### config.mk
export PLATFORM = sky130hd
export DESIGN_NAME = illm_seq
export DESIGN_NICKNAME = d
export VERILOG_FILES = /design/src/sv/illm_pkg.sv /design/src/sv/illm_seq.sv
export VERILOG_INCLUDE_DIRS = /design/src /design/src/sv
export SDC_FILE = /design/constraint.sdc
export NUM_CORES = 1
export LEC_CHECK = 0
export BUFFER_PORTS_ARGS = -buffer_cell sky130_fd_sc_hd__clkbuf_2
export CORE_AREA = 2 2 139 128
export DETAILED_ROUTE_END_ITERATION = 8
export DIE_AREA = 0 0 141 130
export PLACE_DENSITY = 0.89
export SYNTH_ARGS = -nofsm -noshare
export SYNTH_HDL_FRONTEND = slang
export SYNTH_SLANG_ARGS = --single-unit
### constraint.sdc
create_clock -name clk -period 7.1 [get_ports clk]
set_clock_uncertainty 0.2 [all_clocks]
set_input_delay 1.42 -clock clk [delete_from_list [all_inputs] [get_ports clk]]
set_output_delay 1.42 -clock clk [all_outputs]
set_load 0.01 [all_outputs]
### src/sv/indexed_linked_list_manager_top_macros.svh
// Assertion macros shared by the linked list manager RTL.
// Depends on nothing; the including scope provides clk and rst_n.
`ifndef INDEXED_LINKED_LIST_MANAGER_TOP_MACROS_SVH
`define INDEXED_LINKED_LIST_MANAGER_TOP_MACROS_SVH

// Same-cycle implication, disabled during reset.
`define ILLM_ASSERT_NOW(lbl, ante, cons, msg) \
    lbl: assert property (@(posedge clk) disable iff (!rst_n) (ante) |-> (cons)) else $error(msg);

// Next-cycle implication, disabled during reset.
`define ILLM_ASSERT_NEXT(lbl, ante, cons, msg) \
    lbl: assert property (@(posedge clk) disable iff (!rst_n) (ante) |=> (cons)) else $error(msg);

`endif

### src/sv/illm_pkg.sv
// Shared types and codes of the linked list manager.
// Used by illm_seq and the top level; no dependencies.
package illm_pkg;

    localparam logic [1:0] FUNC_APPEND = 2'd0;
    localparam logic [1:0] FUNC_INSERT = 2'd1;
    localparam logic [1:0] FUNC_DELETE = 2'd2;
    localparam logic [1:0] FUNC_READ   = 2'd3;

    localparam logic [1:0] STAT_OK      = 2'd0;
    localparam logic [1:0] STAT_NOENTRY = 2'd1;
    localparam logic [1:0] STAT_FULL    = 2'd2;

    localparam logic [1:0] OPK_APPEND = 2'd0;
    localparam logic [1:0] OPK_HEAD   = 2'd1;
    localparam logic [1:0] OPK_AFTER  = 2'd2;

    localparam logic MOD_PREV = 1'b0;
    localparam logic MOD_NEXT = 1'b1;

    typedef struct packed {
        logic [1:0]  func;
        logic        at_head;
        logic [7:0]  position;
        logic [15:0] payload;
    } illm_req_t;

    typedef struct packed {
        logic [1:0]  status;
        logic [7:0]  entry_id;
        logic        entry_prev_valid;
        logic [7:0]  entry_prev;
        logic        entry_next_valid;
        logic [7:0]  entry_next;
        logic [15:0] entry_payload;
        logic        entry_deleted;
        logic        head_valid;
        logic [7:0]  head;
        logic        tail_valid;
        logic [7:0]  tail;
    } illm_res_t;

endpackage

### src/sv/illm_seq.sv
// Sequencer of the linked list manager: decodes a request, walks and relinks
// entries by read-modify-write on the entry table. Depends on illm_pkg and the macros.
`include "indexed_linked_list_manager_top_macros.svh"

module illm_seq
    import illm_pkg::*;
#(
    parameter int ENTRIES      = 256,
    parameter int PAYLOAD_BITS = 16,
    parameter int IDX_W        = 8,
    parameter int WW           = 35
) (
    input  logic             clk,
    input  logic             rst_n,
    input  logic             req_valid,
    output logic             req_ready,
    input  illm_req_t        req,
    output logic             res_valid,
    input  logic             res_ready,
    output illm_res_t        res,
    output logic             ram_we,
    output logic [IDX_W-1:0] ram_waddr,
    output logic [WW-1:0]    ram_wdata,
    output logic [IDX_W-1:0] ram_raddr,
    input  logic [WW-1:0]    ram_rdata
);

    localparam int CW = IDX_W + 1;
    localparam int XW = (CW > 8) ? CW : 8;
    localparam int PW = (PAYLOAD_BITS > 16) ? PAYLOAD_BITS : 16;

    localparam logic [3:0] ST_IDLE  = 4'd0;
    localparam logic [3:0] ST_DEC   = 4'd1;
    localparam logic [3:0] ST_RDOUT = 4'd2;
    localparam logic [3:0] ST_AFTRD = 4'd3;
    localparam logic [3:0] ST_WNEW  = 4'd4;
    localparam logic [3:0] ST_MOD   = 4'd5;
    localparam logic [3:0] ST_DMARK = 4'd6;
    localparam logic [3:0] ST_WSTEP = 4'd7;
    localparam logic [3:0] ST_WDATA = 4'd8;
    localparam logic [3:0] ST_REL1  = 4'd9;
    localparam logic [3:0] ST_REL2  = 4'd10;
    localparam logic [3:0] ST_DONE  = 4'd11;

    typedef struct packed {
        logic             ok;
        logic [IDX_W-1:0] idx;
    } link_t;

    typedef struct packed {
        logic                    del;
        link_t                   prev;
        link_t                   next;
        logic [PAYLOAD_BITS-1:0] pay;
    } entry_t;

    function automatic logic [7:0] to8(input logic [IDX_W-1:0] v);
        logic [XW-1:0] t;
        t = XW'(v);
        return t[7:0];
    endfunction

    function automatic link_t mk(input logic [IDX_W-1:0] v);
        link_t l;
        l.ok  = 1'b1;
        l.idx = v;
        return l;
    endfunction

    logic [3:0]              state_reg, state_next;
    logic [3:0]              ret_reg, ret_next;
    logic [1:0]              func_reg, func_next;
    logic                    at_head_reg, at_head_next;
    logic [XW-1:0]           pos_reg, pos_next;
    logic [PAYLOAD_BITS-1:0] pay_reg, pay_next;
    logic [CW-1:0]           count_reg, count_next;
    link_t                   head_reg, head_next;
    link_t                   tail_reg, tail_next;
    logic [IDX_W-1:0]        addr_reg, addr_next;
    logic [1:0]              kind_reg, kind_next;
    link_t                   new_prev_reg, new_prev_next;
    link_t                   new_next_reg, new_next_next;
    logic                    mod_kind_reg, mod_kind_next;
    link_t                   mod_link_reg, mod_link_next;
    link_t                   cur_reg, cur_next;
    logic [CW-1:0]           n_reg, n_next;
    logic                    dir_reg, dir_next;
    link_t                   nn_reg, nn_next;
    link_t                   np_reg, np_next;
    link_t                   pprev_reg, pprev_next;
    logic [1:0]              status_reg, status_next;
    entry_t                  res_entry_reg, res_entry_next;
    logic [IDX_W-1:0]        res_id_reg, res_id_next;

    entry_t                  rd_entry;
    entry_t                  wr_entry;
    logic [PW-1:0]           pay_w;
    logic                    pos_bad;
    logic                    full;
    logic [IDX_W-1:0]        new_id;
    link_t                   null_link;
    logic                    found;
    link_t                   found_link;

    assign rd_entry  = entry_t'(ram_rdata);
    assign ram_wdata = wr_entry;
    assign ram_raddr = addr_next;
    assign pay_w     = PW'(req.payload);
    assign pos_bad   = pos_reg >= XW'(count_reg);
    assign full      = count_reg == CW'(ENTRIES);
    assign new_id    = count_reg[IDX_W-1:0];
    assign null_link = '0;

    always_comb
    begin
        state_next     = state_reg;
        ret_next       = ret_reg;
        func_next      = func_reg;
        at_head_next   = at_head_reg;
        pos_next       = pos_reg;
        pay_next       = pay_reg;
        count_next     = count_reg;
        head_next      = head_reg;
        tail_next      = tail_reg;
        addr_next      = addr_reg;
        kind_next      = kind_reg;
        new_prev_next  = new_prev_reg;
        new_next_next  = new_next_reg;
        mod_kind_next  = mod_kind_reg;
        mod_link_next  = mod_link_reg;
        cur_next       = cur_reg;
        n_next         = n_reg;
        dir_next       = dir_reg;
        nn_next        = nn_reg;
        np_next        = np_reg;
        pprev_next     = pprev_reg;
        status_next    = status_reg;
        res_entry_next = res_entry_reg;
        res_id_next    = res_id_reg;
        req_ready      = 1'b0;
        res_valid      = 1'b0;
        ram_we         = 1'b0;
        ram_waddr      = addr_reg;
        wr_entry       = '0;
        found          = 1'b0;
        found_link     = null_link;

        case (state_reg)
            ST_IDLE:
            begin
                req_ready = 1'b1;
                if (req_valid)
                begin
                    func_next    = req.func;
                    at_head_next = req.at_head;
                    pos_next     = XW'(req.position);
                    pay_next     = pay_w[PAYLOAD_BITS-1:0];
                    state_next   = ST_DEC;
                end
            end
            ST_DEC:
            begin
                status_next    = STAT_OK;
                res_entry_next = '0;
                res_id_next    = '0;
                state_next     = ST_DONE;
                case (func_reg)
                    FUNC_APPEND:
                    begin
                        if (full)
                        begin
                            status_next = STAT_FULL;
                        end
                        else
                        begin
                            kind_next     = OPK_APPEND;
                            new_prev_next = tail_reg;
                            new_next_next = null_link;
                            state_next    = ST_WNEW;
                        end
                    end
                    FUNC_INSERT:
                    begin
                        if (!at_head_reg && pos_bad)
                        begin
                            status_next = STAT_NOENTRY;
                        end
                        else if (full)
                        begin
                            status_next = STAT_FULL;
                        end
                        else if (at_head_reg ? !tail_reg.ok
                                 : (tail_reg.ok && (XW'(tail_reg.idx) == pos_reg)))
                        begin
                            kind_next     = OPK_APPEND;
                            new_prev_next = tail_reg;
                            new_next_next = null_link;
                            state_next    = ST_WNEW;
                        end
                        else if (at_head_reg)
                        begin
                            kind_next     = OPK_HEAD;
                            new_prev_next = null_link;
                            new_next_next = head_reg;
                            state_next    = ST_WNEW;
                        end
                        else
                        begin
                            kind_next  = OPK_AFTER;
                            addr_next  = pos_reg[IDX_W-1:0];
                            state_next = ST_AFTRD;
                        end
                    end
                    FUNC_DELETE:
                    begin
                        if (pos_bad)
                        begin
                            status_next = STAT_NOENTRY;
                        end
                        else
                        begin
                            addr_next  = pos_reg[IDX_W-1:0];
                            state_next = ST_DMARK;
                        end
                    end
                    default:
                    begin
                        if (pos_bad)
                        begin
                            status_next = STAT_NOENTRY;
                        end
                        else
                        begin
                            addr_next  = pos_reg[IDX_W-1:0];
                            state_next = ST_RDOUT;
                        end
                    end
                endcase
            end
            ST_RDOUT:
            begin
                res_entry_next = rd_entry;
                res_id_next    = addr_reg;
                state_next     = ST_DONE;
            end
            ST_AFTRD:
            begin
                wr_entry      = rd_entry;
                wr_entry.next = mk(new_id);
                ram_we        = 1'b1;
                new_prev_next = mk(addr_reg);
                new_next_next = rd_entry.next;
                state_next    = ST_WNEW;
            end
            ST_WNEW:
            begin
                wr_entry.del   = 1'b0;
                wr_entry.prev  = new_prev_reg;
                wr_entry.next  = new_next_reg;
                wr_entry.pay   = pay_reg;
                ram_we         = 1'b1;
                ram_waddr      = new_id;
                res_entry_next = wr_entry;
                res_id_next    = new_id;
                count_next     = count_reg + CW'(1);
                state_next     = ST_DONE;
                ret_next       = ST_DONE;
                mod_link_next  = mk(new_id);
                case (kind_reg)
                    OPK_APPEND:
                    begin
                        if (tail_reg.ok)
                        begin
                            addr_next     = tail_reg.idx;
                            mod_kind_next = MOD_NEXT;
                            state_next    = ST_MOD;
                        end
                        else
                        begin
                            head_next = mk(new_id);
                        end
                        tail_next = mk(new_id);
                    end
                    OPK_HEAD:
                    begin
                        if (head_reg.ok)
                        begin
                            addr_next     = head_reg.idx;
                            mod_kind_next = MOD_PREV;
                            state_next    = ST_MOD;
                        end
                        else
                        begin
                            tail_next = mk(new_id);
                        end
                        head_next = mk(new_id);
                    end
                    default:
                    begin
                        if (new_next_reg.ok && (CW'(new_next_reg.idx) < count_reg))
                        begin
                            addr_next     = new_next_reg.idx;
                            mod_kind_next = MOD_PREV;
                            state_next    = ST_MOD;
                        end
                    end
                endcase
            end
            ST_MOD:
            begin
                wr_entry = rd_entry;
                case (mod_kind_reg)
                    MOD_NEXT: wr_entry.next = mod_link_reg;
                    default:  wr_entry.prev = mod_link_reg;
                endcase
                ram_we     = 1'b1;
                state_next = ret_reg;
            end
            ST_DMARK:
            begin
                wr_entry       = rd_entry;
                wr_entry.del   = 1'b1;
                ram_we         = 1'b1;
                res_entry_next = wr_entry;
                res_id_next    = addr_reg;
                pprev_next     = rd_entry.prev;
                cur_next       = rd_entry.next;
                n_next         = CW'(1);
                dir_next       = 1'b1;
                state_next     = ST_WSTEP;
            end
            ST_WSTEP:
            begin
                if ((n_reg >= CW'(ENTRIES)) || !cur_reg.ok
                    || (CW'(cur_reg.idx) >= count_reg))
                begin
                    found = 1'b1;
                end
                else
                begin
                    addr_next  = cur_reg.idx;
                    state_next = ST_WDATA;
                end
            end
            ST_WDATA:
            begin
                if (!rd_entry.del)
                begin
                    found      = 1'b1;
                    found_link = cur_reg;
                end
                else
                begin
                    cur_next   = dir_reg ? rd_entry.next : rd_entry.prev;
                    n_next     = n_reg + CW'(1);
                    state_next = ST_WSTEP;
                end
            end
            ST_REL1:
            begin
                if (!nn_reg.ok)
                begin
                    tail_next  = np_reg;
                    state_next = ST_REL2;
                end
                else
                begin
                    addr_next     = nn_reg.idx;
                    mod_kind_next = MOD_PREV;
                    mod_link_next = np_reg;
                    ret_next      = ST_REL2;
                    state_next    = ST_MOD;
                end
            end
            ST_REL2:
            begin
                if (!np_reg.ok)
                begin
                    head_next  = nn_reg;
                    state_next = ST_DONE;
                end
                else
                begin
                    addr_next     = np_reg.idx;
                    mod_kind_next = MOD_NEXT;
                    mod_link_next = nn_reg;
                    ret_next      = ST_DONE;
                    state_next    = ST_MOD;
                end
            end
            ST_DONE:
            begin
                res_valid = 1'b1;
                if (res_ready)
                begin
                    state_next = ST_IDLE;
                end
            end
            default:
            begin
                state_next = ST_IDLE;
            end
        endcase

        if (found)
        begin
            if (dir_reg)
            begin
                nn_next    = found_link;
                dir_next   = 1'b0;
                cur_next   = pprev_reg;
                n_next     = CW'(1);
                state_next = ST_WSTEP;
            end
            else
            begin
                np_next    = found_link;
                state_next = ST_REL1;
            end
        end
    end

    always_ff @(posedge clk or negedge rst_n)
    begin
        if (!rst_n)
        begin
            state_reg <= ST_IDLE;
            count_reg <= '0;
            head_reg  <= '0;
            tail_reg  <= '0;
        end
        else
        begin
            state_reg <= state_next;
            count_reg <= count_next;
            head_reg  <= head_next;
            tail_reg  <= tail_next;
        end
    end

    always_ff @(posedge clk)
    begin
        ret_reg       <= ret_next;
        func_reg      <= func_next;
        at_head_reg   <= at_head_next;
        pos_reg       <= pos_next;
        pay_reg       <= pay_next;
        addr_reg      <= addr_next;
        kind_reg      <= kind_next;
        new_prev_reg  <= new_prev_next;
        new_next_reg  <= new_next_next;
        mod_kind_reg  <= mod_kind_next;
        mod_link_reg  <= mod_link_next;
        cur_reg       <= cur_next;
        n_reg         <= n_next;
        dir_reg       <= dir_next;
        nn_reg        <= nn_next;
        np_reg        <= np_next;
        pprev_reg     <= pprev_next;
        status_reg    <= status_next;
        res_entry_reg <= res_entry_next;
        res_id_reg    <= res_id_next;
    end

    always_comb
    begin
        res.status           = status_reg;
        res.entry_id         = to8(res_id_reg);
        res.entry_prev_valid = res_entry_reg.prev.ok;
        res.entry_prev       = res_entry_reg.prev.ok ? to8(res_entry_reg.prev.idx) : 8'd0;
        res.entry_next_valid = res_entry_reg.next.ok;
        res.entry_next       = res_entry_reg.next.ok ? to8(res_entry_reg.next.idx) : 8'd0;
        res.entry_payload    = 16'(PW'(res_entry_reg.pay));
        res.entry_deleted    = res_entry_reg.del;
        res.head_valid       = head_reg.ok;
        res.head             = head_reg.ok ? to8(head_reg.idx) : 8'd0;
        res.tail_valid       = tail_reg.ok;
        res.tail             = tail_reg.ok ? to8(tail_reg.idx) : 8'd0;
    end

    `ILLM_ASSERT_NOW(a_count_bound, 1'b1, count_reg <= CW'(ENTRIES), "entry count above capacity")
    `ILLM_ASSERT_NEXT(a_count_hold, state_reg != ST_WNEW, $stable(count_reg), "count moved outside entry creation")
    `ILLM_ASSERT_NOW(a_no_write_idle, (state_reg == ST_IDLE) || (state_reg == ST_DONE), !ram_we, "table written while idle")
    `ILLM_ASSERT_NOW(a_full_no_create, state_reg == ST_WNEW, count_reg < CW'(ENTRIES), "entry created in a full table")

endmodule

* Word-level counts from Yosys, hierarchy flattened
Cells that the tools add are included.
** Storage, ports and cells
- Flip-flop bits (word level) :: 191
- Input bits :: 66
- Output and inout port bits :: 117
- Word-level logic and storage cells :: 224
** Operators by class
- $add $sub $neg :: 2
- Order comparisons :: 4
- Eq/ne operators :: 38
- Multiplexer cells :: 111
- Bitwise operators :: 1
- Reduce and logical (&&, ||, !) cells :: 30
** Operator list (count)
- one-hot mux 35 bit (4 select lines) :: 2
- two-way mux 9 bit :: 27
- one-hot mux 9 bit (2 select lines) :: 10
- two-way mux 8 bit :: 16
- two-way mux 4 bit :: 18
- one-hot mux 4 bit (12 select lines) :: 1
- one-hot mux 8 bit (5 select lines) :: 1
- inequality test 3 bit, second input constant :: 13
- one-hot mux 8 bit (2 select lines) :: 2
- one-hot mux 9 bit (3 select lines) :: 1
- one-hot mux 4 bit (3 select lines) :: 2
- one-hot mux 8 bit (3 select lines) :: 1
- adder 9 x 1 -> 9 bit, second input constant :: 2
- >= comparator 8 x 9 -> 1 bit :: 2
- equality test 4 x 3 -> 1 bit, second input constant :: 4
- equality test 4 bit, second input constant :: 4
- two-way mux 1 bit :: 15
- two-way mux 2 bit :: 7
- inequality test 2 bit, second input constant :: 7
- AND reduction 4 bit :: 3
- AND reduction 6 bit :: 2
- equality test 9 bit, second input constant :: 1
- >= comparator 9 bit, second input constant :: 1
- less-than comparator 8 x 9 -> 1 bit :: 1
- 25 further kinds :: 43

* Longest topological paths before layout
- Depth after elaboration :: 9
- Depth in mapped cells :: 11
- Depth with buffers taken out :: 9

* Least setup slack after synthesis
No wires, ideal clock.
- Path type :: reg-to-output
- Start :: register count_reg[6]
- End :: output ram_raddr[0]
- Arrival :: 2787 ps
- Required time :: 5480 ps
- Slack :: 2693 ps
- Stages on the path, launching flop included :: 11
- Buffers on the path :: 1
- Cells stage by stage :: dfrtp_1 > clkbuf_1 > inv_1 > ha_1 > a21o_1 > a21oi_1 > a21oi_1 > a211oi_4 > a221oi_1 > or3_1 > a221o_1
** Between the ends
- Word-level cells in the longest chain between the ends :: 5
** Ends and longest elaborated chain
- start: declaration :: line illm_seq.sv:76 : logic [CW-1:0] count_reg, count_next;
- start signal: assignment :: line illm_seq.sv:435 : count_reg <= count_next;
- less-than comparator 8 x 9 -> 1 bit, or another cell as far along :: line illm_seq.sv:300 : if (new_next_reg.ok && (CW'(new_next_reg.idx) < count_reg))
- logical AND 1 bit, or another cell as far along :: line illm_seq.sv:300
- two-way mux 8 bit, on equally long branches :: line illm_seq.sv:300, illm_seq.sv:184
- one-hot mux 8 bit (2 select lines), on equally long branches :: line illm_seq.sv:269, illm_seq.sv:167
- one-hot mux 8 bit (5 select lines) (*) :: line illm_seq.sv:148 : case (state_reg)
- end: declaration :: line illm_seq.sv:24 : output logic [IDX_W-1:0] ram_raddr,
Every way passes the cells marked *; elsewhere a longest branch is shown, timed or not.

* Worst setup path after layout
- Start :: register state_reg[1]
- End :: output ram_wdata[26]
** Between the ends
- Word-level cells in the longest chain between the ends :: 2
** Ends and longest elaborated chain
- start: declaration :: line illm_seq.sv:70 : logic [3:0] state_reg, state_next;
- start signal: assignment :: line illm_seq.sv:434 : state_reg <= state_next;
- equality test 4 x 3 -> 1 bit / equality test 4 x 2 -> 1 bit (equally long branches) :: line illm_seq.sv:148
- one-hot mux 35 bit (4 select lines) (*) :: line illm_seq.sv:148
- end: declaration :: line illm_seq.sv:23 : output logic [WW-1:0] ram_wdata,
Marked as above.

==> metrics.txt <==
hpwl dp=26500 um; FFs w/ async S/R, synth=16.5%; Synthesized Nets=1050; first-pass GRT wire length=51300 um; total gr overflow=0; worst-margin pin slew=1200 ps; Post-synth top flop=edfxtp_1; buffer levels on the longest clock path=2; crit path launch=state_reg[1]; Wirelength per Cell=26.9 um; Remaining DRCs=0; root cell of the clock tree=clkbuf_16; Distinct cells, synth=between 70 and 80; routability cong.=around 1.1; relative slew slack=about a fifth; Worst Hold Class=register to register; area delta synth->final=15.0%; post-synthesis cell area=10100 um^2; commonest cells after routing, fill and taps aside=clkbuf_2 (182), edfxtp_1 (130), nor2_1 (93); Starting DRT DRC Count=1552; Post-Synth Simple-Gate Area=roughly 15%; Worst EP required=5480 ps; post-synthesis compound-gate area fraction=21.9%; cts hold-fix bufs=0; Placed Area=11000 um^2; xor/xnor cell area share of the yosys netlist=1.56%; via count=9169; Syn. warnings=0; Largest register FFs=21; status=finished, final reports clean; largest net degree at the start of global routing=69; static leakage=4.79 nW; initial antenna violation count=3; largest family of logic cells by synthesized area=compound AO/OA/AOI/OAI gates; # setup viols final=0; Starting Density=59.2%; Worst R2R Start=state_reg[1]; Synth Register Bits=188; Achievable Freq=~170 MHz; multiplexer share of the synthesized area=roughly 2.4%; CTS tree=done; pwr/cell area=472 nW/um^2; CTS Buf Count=17; synthesized area per cell=10.6 um^2; final hold violation count=0; Hold Worst Slack=318 ps; min-delay src=pprev_reg[2]; # resized after CTS=0; row cnt=46; proportion of layout cells with a drive suffix above 1=roughly 23%; final wirelength=35400 um; worst IR drop on VDD=323 uV; RSZ-0062 raised after global routing=no; Worst EP arrival=4120 ps; TritonCTS Sinks=between 150 and 200; die area=roughly 18000 um^2; NumNets Final=1181; Port Buffers=182; Final Slew Violations=0; # diodes=0; critical path class=register to output pin; minimum clock period=between 5000 and 6000 ps; clock slew at reported path FFs=80 ps; Util after Layout=68.1%; Chip Width=roughly 140 um; die height=130 um; # IOs=about 180; Post-synth EDFFs=130; critical path capture point type=output pin; fin area=11600 um^2; Seq/Total Area, Yosys=between 50 and 60%; core area=~17000 um^2; MaxCap Viol Count=0; H-tree lvl count=4; drt first pass iters=9; number of global-route vias before repair=8230; ANT nets after route=0; postcts setup bufs=0; filler cell count=roughly 1300; Global Route Usage Sum=38.2%; Synth Area in Adders=3.21%; drt via density=between 6 and 7; Syn Inst Count=between 900 and 1000; Worst Path Max Fanout=24; crit start category=register; Clock Latency Late Sink=450 ps; Post-Route Setup TNS=0 ps; Final Cycle Share=80.8%; commonest non-fill, non-tap cell in the layout=clkbuf_2
area by class of cell:
type | instances | area (um^2) | share of cell area [%]
timing repair buffer | 190 | 971 | 8.34
sequential | 188 | 5220 | 44.8
inverter | 33 | 124 | 1.06
tap | 216 | 270 | 2.32
clock inverter | 15 | 188 | 1.61
clock buffer | 17 | 425 | 3.65
multi-input combinational | 659 | 4440 | 38.2
cell families after synthesis:
| family | Yosys count |
|---|---|
| flip-flops | 188 |
| AO/OA/AOI/OAI | 287 |
| buffers and inverters | 111 |
| multiplexers | 23 |
| adder cells (fa/ha/maj) | 26 |
| AND/OR/NAND/NOR | 305 |
| XOR/XNOR | 18 |
metal layers:
| metal | vias to the layer above | routed length [um] | GRT usage, % |
|---|---|---|---|
| li1 | 3898 | - | - |
| met1 | 4356 | 13600 | 54.2 |
| met2 | 787 | 15400 | 56.6 |
| met3 | 124 | 4920 | 10.5 |
| met4 | 4 | 1470 | 14.8 |
| met5 | - | 25 | 0 |
synthesized netlist by cell type (12+ instances only):
cell      number  area share, %
o21ai_0       32            1.6
and3_1        13           0.80
dfrtp_1       31            7.7
nand2_1       72            2.7
a221o_1       19            1.9
a22oi_1       14            1.0
nor2_1        95            3.5
xnor2_1       17            1.5
a22o_1        56            4.8
nand3_1       22            1.1
inv_1         29            1.1
and2_1        43            2.7
edfxtp_1     130             39
a222oi_1      25            2.5
dfxtp_1       27            5.3
mux2i_1       16            1.6
ha_1          26            3.2
buf_4         21            1.6
clkbuf_1      50            1.9
a21oi_1       50            2.5
nor3_1        12           0.59
power breakdown:
group | internal, mW | switching, mW | total (mW)
logic | 0.877 | 1.43 | 2.30
registers | 1.68 | 0.533 | 2.21
clock network | 0.482 | 0.500 | 0.982
metrics by stage:
step | total power, mW | worst slack (ps) | std cells
after CTS | 5.41 | 1490 | 1318
after floorplan | 3.49 | 2690 | 958
after global placement | 4.39 | 2170 | 1286
after global routing | 5.71 | 1110 | 1318
final | 5.50 | 1360 | 1318
after detailed placement | 4.43 | 1970 | 1286
final timing paths:
path                                 end  slack, ps  depth (start not counted)
setup reg to reg              cur_reg[5]       3040                          6
setup / recovery           ram_wdata[26]       1360                          7
hold / removal                cur_reg[2]        320                          2
hold reg to reg               cur_reg[2]        320                          2
max in group asynchronous   state_reg[1]       5290                          1
min in group asynchronous    head_reg[2]        870                          1
worst max-delay path: stages, from the launching register on:
cell and delay [ps]:
dfrtp_1 930, nor2b_1 660, nand2_1 490, inv_1 760
or3_1 410, a222oi_1 190, inv_1 100, clkbuf_2 130
Power figures use the tool's default switching activity.
